$ cat src/rtl/mwsm_pkg.sv
// Shared types, widths and constants for the mecanum wheel speed mixer.
// Used by every module of the block; depends on nothing.
`default_nettype none

package mwsm_pkg;

    localparam int SPEED_W    = 16;
    localparam int OFFSET_W   = 11;
    localparam int LEVER_W    = 14;
    localparam int ROT_PROD_W = SPEED_W + LEVER_W;
    localparam int ROT_K_W    = 20;
    localparam int ROT_FULL_W = ROT_PROD_W + ROT_K_W;
    localparam int FRAC_W     = 24;
    localparam int GAIN_W     = 24;
    localparam int SUM_W      = SPEED_W + 2;
    localparam int RPM_PROD_W = SPEED_W + GAIN_W + 1;
    localparam int MAG_W      = 15;
    localparam int NUM_W      = 2 * MAG_W;
    localparam int CFG_IDX_W  = 3;
    localparam int CFG_DATA_W = 24;
    localparam int WHEELS     = 4;

    localparam int WHEEL_FR = 0;
    localparam int WHEEL_FL = 1;
    localparam int WHEEL_BL = 2;
    localparam int WHEEL_BR = 3;

    localparam logic signed [ROT_K_W-1:0] RAD_PER_DEG_Q24 = 20'sd292818;

    localparam int FRONT_STAGES = 8;
    localparam int DIV_STAGES   = MAG_W;
    localparam int LATENCY      = FRONT_STAGES + 1 + 2 + DIV_STAGES + 1;

    localparam int MAX_FORWARD_SPEED_DEF  = 3300;
    localparam int MAX_LATERAL_SPEED_DEF  = 3300;
    localparam int MAX_ROTATION_SPEED_DEF = 300;
    localparam int QUEUE_DEPTH_DEF        = 16;

    localparam logic [OFFSET_W-1:0] HALF_SPAN_RST = 11'd500;
    localparam logic [GAIN_W-1:0]   RPM_GAIN_RST  = 24'd110000;
    localparam logic [MAG_W-1:0]    MAX_RPM_RST   = 15'd8500;

    typedef enum logic [CFG_IDX_W-1:0] {
        REG_HALF_SPAN     = 3'd0,
        REG_GIMBAL_X      = 3'd1,
        REG_GIMBAL_Y      = 3'd2,
        REG_DODGE_X       = 3'd3,
        REG_ROTATE_GIMBAL = 3'd4,
        REG_RPM_GAIN      = 3'd5,
        REG_MAX_RPM       = 3'd6
    } cfg_reg_t;

    typedef struct packed {
        logic [OFFSET_W-1:0] half_span;
        logic [OFFSET_W-1:0] gimbal_x;
        logic [OFFSET_W-1:0] gimbal_y;
        logic [OFFSET_W-1:0] dodge_x;
        logic                rotate_gimbal;
        logic [GAIN_W-1:0]   rpm_gain;
        logic [MAG_W-1:0]    max_rpm;
    } cfg_t;

    typedef struct packed {
        logic [WHEELS-1:0][MAG_W-1:0] mag;
        logic [WHEELS-1:0]            neg;
        logic [MAG_W-1:0]             peak;
        logic                         scale;
    } q_entry_t;

endpackage

`default_nettype wire

$ cat src/rtl/mwsm_queue.sv
// Short item queue between the front and back pipelines.
// Depends on mwsm_pkg for the entry type; occupancy is bounded by the top-level credits.
`default_nettype none

module mwsm_queue
    import mwsm_pkg::*;
#(
    parameter int DEPTH = QUEUE_DEPTH_DEF
)
(
    input  wire logic     clk,
    input  wire logic     rst_n,
    input  wire logic     push,
    input  wire q_entry_t push_entry,
    input  wire logic     pop,
    output q_entry_t      pop_entry,
    output logic          empty
);

    localparam int PTR_W = $clog2(DEPTH);
    localparam int CNT_W = $clog2(DEPTH + 1);

    q_entry_t           mem_reg [DEPTH];
    logic [PTR_W-1:0]   wr_ptr_reg;
    logic [PTR_W-1:0]   rd_ptr_reg;
    logic [CNT_W-1:0]   count_reg;
    logic [PTR_W-1:0]   wr_ptr_next;
    logic [PTR_W-1:0]   rd_ptr_next;
    logic [CNT_W-1:0]   count_next;

    always_comb
    begin
        wr_ptr_next = wr_ptr_reg;
        rd_ptr_next = rd_ptr_reg;
        count_next  = count_reg;
        if (push)
        begin
            wr_ptr_next = (wr_ptr_reg == PTR_W'(DEPTH - 1)) ? '0 : wr_ptr_reg + 1'b1;
        end
        if (pop)
        begin
            rd_ptr_next = (rd_ptr_reg == PTR_W'(DEPTH - 1)) ? '0 : rd_ptr_reg + 1'b1;
        end
        case ({push, pop})
            2'b10:   count_next = count_reg + 1'b1;
            2'b01:   count_next = count_reg - 1'b1;
            default: count_next = count_reg;
        endcase
    end

    always_ff @(posedge clk or negedge rst_n)
    begin
        if (!rst_n)
        begin
            wr_ptr_reg <= '0;
            rd_ptr_reg <= '0;
            count_reg  <= '0;
        end
        else
        begin
            wr_ptr_reg <= wr_ptr_next;
            rd_ptr_reg <= rd_ptr_next;
            count_reg  <= count_next;
        end
    end

    always_ff @(posedge clk)
    begin
        if (push)
        begin
            mem_reg[wr_ptr_reg] <= push_entry;
        end
    end

    assign pop_entry = mem_reg[rd_ptr_reg];
    assign empty     = (count_reg == '0);

endmodule

`default_nettype wire

$ cat config.mk
export PLATFORM = sky130hd
export DESIGN_NAME = mwsm_queue
export DESIGN_NICKNAME = d
export VERILOG_FILES = /design/src/rtl/mwsm_pkg.sv /design/src/rtl/mwsm_queue.sv
export SDC_FILE = /design/constraint.sdc
export NUM_CORES = 1
export LEC_CHECK = 0
export BUFFER_PORTS_ARGS = -buffer_cell sky130_fd_sc_hd__buf_2
export CAP_MARGIN = 20
export CORE_MARGIN = 1.5
export CORE_UTILIZATION = 51
export DETAILED_ROUTE_END_ITERATION = 8
export GPL_TIMING_DRIVEN = 0
export PLACE_DENSITY_LB_ADDON = 0.2
export SYNTH_ARGS = -nofsm -noshare
export SYNTH_HDL_FRONTEND = slang
export SYNTH_SLANG_ARGS = --single-unit
$ cat constraint.sdc
create_clock -name clk -period 16.4 [get_ports clk]
set_clock_uncertainty 0.05 [all_clocks]
set_input_delay 1.64 -clock clk [delete_from_list [all_inputs] [get_ports clk]]
set_output_delay 1.64 -clock clk [all_outputs]
set_load 0.005 [all_outputs]
# After elaboration in Yosys (flattened, before gate mapping)
# Memory sizes are Yosys's and may differ from the RTL's.
# Index checks and enable logic that the tools add are counted.
word_totals:
  register_bits: 13
  ramBits: 1280
  input_bits: 84
  out_inout_bits: 81
  word_cells: 19
  n_memories: 1
classes:
  n_addsub: 4
  n_eq_ne: 4
  muxes: 5
  reduce_logical: 2
memory_table:
  columns: ["memory", "depth", "width", "rd", "rd_clocked_by_memory_dff", "wr", "line", "text"]
  rows:
  - ["mem_reg", 16, 80, 1, 0, 1, "mwsm_queue.sv:23", "q_entry_t mem_reg [DEPTH];"]
op_table:
  columns: ["operator", "count"]
  rows:
  - ["5-bit one-hot mux with 2 select lines", 1]
  - ["4-bit by 1-bit adder with 4-bit output, second input constant", 2]
  - ["4-bit equality test, second input constant", 2]
  - ["4-bit 2-to-1 mux", 2]
  - ["5-bit by 1-bit adder with 5-bit output, second input constant", 1]
  - ["5-bit zero test", 1]
  - ["5-bit by 1-bit subtractor with 5-bit output, second input constant", 1]
  - ["2-bit by 1-bit equality test with 1-bit output, second input constant", 1]
  - ["2-bit equality test, second input constant", 1]
  - ["1-bit 2-to-1 mux", 2]
  - ["2-bit nonzero test", 1]

# Logic depth before layout (Yosys ltp)
logic_depth:
  word_depth: 2
  mapped_depth: 10
  ltp_nobuf: 8

# Worst setup path before layout
# No wires, ideal clock.
synth_path:
  path_kind: "input to register"
  from: "in push"
  to: "mem mem_reg[3][0] (netlist name), enable pin"
  setup_ns: 0.616
  arrival_ns: 7.503
  required_ns: 15.734
  slack_ns: 8.231
  cell_stages: 3
  n_path_buf: 1
  cell_sequence: "clkbuf_1 > nand2_1 > nor3_1"
synth_via:
  elab_chain_cells: 2
synth_rtl:
  columns: ["item", "line", "text"]
  rows:
  - ["start: declaration", "mwsm_queue.sv:13", "input wire logic push,"]
  - ["1-bit 2-to-1 mux", "mwsm_queue.sv:69", "if (push)"]
  - ["1-bit 2-to-1 mux (not written as such)", "mwsm_queue.sv:71", "mem_reg[wr_ptr_reg] <= push_entry;"]
  - ["end: declaration", "mwsm_queue.sv:23", null]
# No other way between the ends.

==> summary.md <==
| Metric | Value |
|---|---|
| Post-CTS Hold Fix Bufs | 0 |
| Worst path max stage delay | 670 ps |
| Crit path DAT | around 3600 ps |
| Max Slew Vio Count | 0 |
| Top delay family on crit path | buffers and inverters |
| Main area contributors after synthesis | edfxtp_1, mux4_2, o22ai_1 |
| Fin. Hold Viols | 0 |
| Max Fclk | 0.188 GHz |
| Die width | ~310 um |
| Routability cong. | ~0.75 |
| Clk Latency, worst-skew pair | slightly above 700 ps |
| Final ANT Viol Nets | 0 |
| Final worst slack | 11,080 ps |
| Top cell type's share of synthesized area | 79.3% |
| Via density | slightly above 6 |
| Worst Reg-to-Reg Cells | 9 |
| DRT Pass-1 Iters | 5 |
| CP Capture Type | output port |
| Syn nets | between 2,000 and 2,500 |
| Cells along the critical path | buf_2 -> or2_1 -> clkbuf_1 -> clkbuf_1 -> o22ai_1 -> nor2_1 -> buf_2 |
| Num rows | 112 |
| DIE AREA | 0.0970 sq mm |
| Total GRT Usage | between 20 and 25% |
| Mapped Cells | 2,054 |
| Yosys reg bits | 1,293 |
| Largest register FFs | ~1,300 |
| Status | finished, final reports clean |
| Bufs on Longest Clock Path | 3 |
| Clock buffers created by TritonCTS | 134 |
| Initial antenna violation count | 17 |
| Min-delay src | count_reg[4] |
| Synth Cell Area | 0.0485 sq mm |
| First-pass GRT wire length | 161,000 um |
| Detailed Place HPWL | around 70,000 um |
| # IOs | about 170 |
| Die H | 311 um |
| Root Driver | clkbuf_16 |
| Max-slew headroom at the worst pin | 36.3% |
| Post-synth top area cell | edfxtp_1 |
| DR vias | 23,000 |
| Drt total wl | 111,000 um |
| Post-synth EDFFs | 1,280 |
| I/O Buffers | 163 |
| PD cells | 161 mW/mm^2 |
| RSZ-0062 raised after global routing | false |
| Final nets | 2,527 |
| Max H-tree Level | 4 |
| Hold depth | 1 |
| Vias in the first global route | 23,800 |
| Fin crit period | 5320 ps |
| Crit Path Category | reg2out |
| Sink Count | 1,293 |
| R2r startpoint | wr_ptr_reg[0] |
| Period Utilization, post-route | 32.4% |
| Pre-CTS WS | ~12,000 ps |
| Yosys warns | 0 |
| Area grow syn2layout | 17.0% |
| Avg Cell Area, Syn | 23.6 sq um |
| Commonest cells after routing, fill and taps aside | edfxtp_1, mux4_2, buf_2 |
| P_leak | 18.0 nW |
| Setup crit start | rd_ptr_reg[1] |
| Reg clk slew, reported paths | ~60 ps |
| Hold Crit Class | reg2reg |
| Worst-Margin Slew | 956 ps |
| Cell count after placement | roughly 3,600 |
| Pin count of the biggest net entering global routing | 25 |
| Core area | ~0.094 sq mm |
| Overflow after GRT | 0 |
| 1st-iter DRT viols | 2,453 |
| Netlist cell types | 33 |
| Worst vdd ir | 0.0980 mV |
| Fill count | 6,415 |
| Final hold slack | 418 ps |
| Layout cells sized above 1 | 32.0% |
| Setup TNS | 0 ps |
| Post-layout util | 60.5% |
| Layout Cells excl Fill | 3,789 |
| Required @ worst endpoint | around 15,000 ps |
| Slowest CP cell | clkbuf_1 |
| CP max FO | 10 |
| Crit path buffers/inverters | 4 |
| Final routed DRC violation total | 0 |
| Avg WL per Cell | 29.2 um |
| CTS tree | yes |
| Ys flop type | edfxtp_1 |
| Max-Cap Viols | 0 |
| Startpoint types | flip-flop |
| Stages on worst setup path | 7 |
| Final setup viols | 0 |
| Initial Util | about half |
| Most common cell after layout, fill and taps aside | edfxtp_1 |
| Setup bufs post-CTS | 0 |
| Sequential fraction of the synthesis area | 79.9% |
| Post-synth ARST share | 1.01% |
| Resized Gates After CTS | 0 |
worst register-to-register path, stage by stage (launching register included):
cell	delay, ps
dfrtp_1	420
inv_1	150
ha_1	180
nand2_1	220
nor3_2	570
buf_6	250
buf_6	200
buf_6	190
buf_4	230
buf_8	170
worst paths after layout:
check / slack, ps / to
worst min-delay path: 420 / count_reg[4]
min in group asynchronous: 780 / count_reg[0]
worst min register to register: 420 / count_reg[4]
max in group asynchronous: 15220 / rd_ptr_reg[2]
worst max-delay path: 11080 / pop_entry[1]
worst max register to register: 13470 / mem_reg[0][46]
power by group:
| group | leakage [nW] | internal [mW] | switching [mW] | total, mW |
|---|---|---|---|---|
| clock | 2.10 | 1.74 | 1.24 | 2.98 |
| combinational | 4.20 | 0.868 | 1.28 | 2.15 |
| sequential | 11.7 | 3.92 | 0.0576 | 3.97 |
cell families (layout without fill, tap and decap cells):
family | count (synthesis) | count (layout) | share of synthesized area [%]
simple gates | 131 | 131 | 1.13
fa+ha+maj | 9 | 9 | 0.232
mux | 323 | 323 | 14.9
flops | 1293 | 1293 | 79.9
xor+xnor | 8 | 8 | 0.144
other cells | 0 | 2 | 0
compound gates | 173 | 173 | 2.22
buf+inv | 117 | 596 | 1.43
synth_stat cells (6+ instances only):
cell type / number
edfxtp_1: 1280
mux4_2: 320
o22ai_1: 160
nor2_1: 96
clkbuf_1: 57
buf_6: 31
buf_1: 14
dfrtp_1: 13
nand2_1: 13
buf_2: 10
ha_1: 9
nand2b_1: 6
o21ai_0: 6
stage by stage:
stage	power [mW]	area, sq um
2_1_floorplan	5.27	48500
3_3_place_gp	6.17	50900
3_5_place_dp	6.23	52400
4_1_cts	9.20	56700
5_1_grt	9.44	56700
6_report	9.11	56700
routing by layer:
layer | routed length [um] | GRT usage (%) | vias up
met4 | 2030 | 6.05 | 18
li1 | - | - | 9600
met3 | 7380 | 4.47 | 171
met2 | 57100 | 39.0 | 851
met1 | 43900 | 31.1 | 12300
met5 | 126 | 0 | -
final cells by class:
type	instances	area (sq um)	share of cell area [%]
Sequential cell	1293	38800	68.3
Multi-Input combinational cell	644	9160	16.1
Clock buffer	165	3510	6.19
Timing Repair Buffer	244	2210	3.90
Tap cell	1254	1570	2.77
Clock inverter	70	812	1.43
Buffer	114	681	1.20
Inverter	3	11.3	0.0199
Antenna cell	2	5.00	0.00882
(Power assumes the default switching activity.)
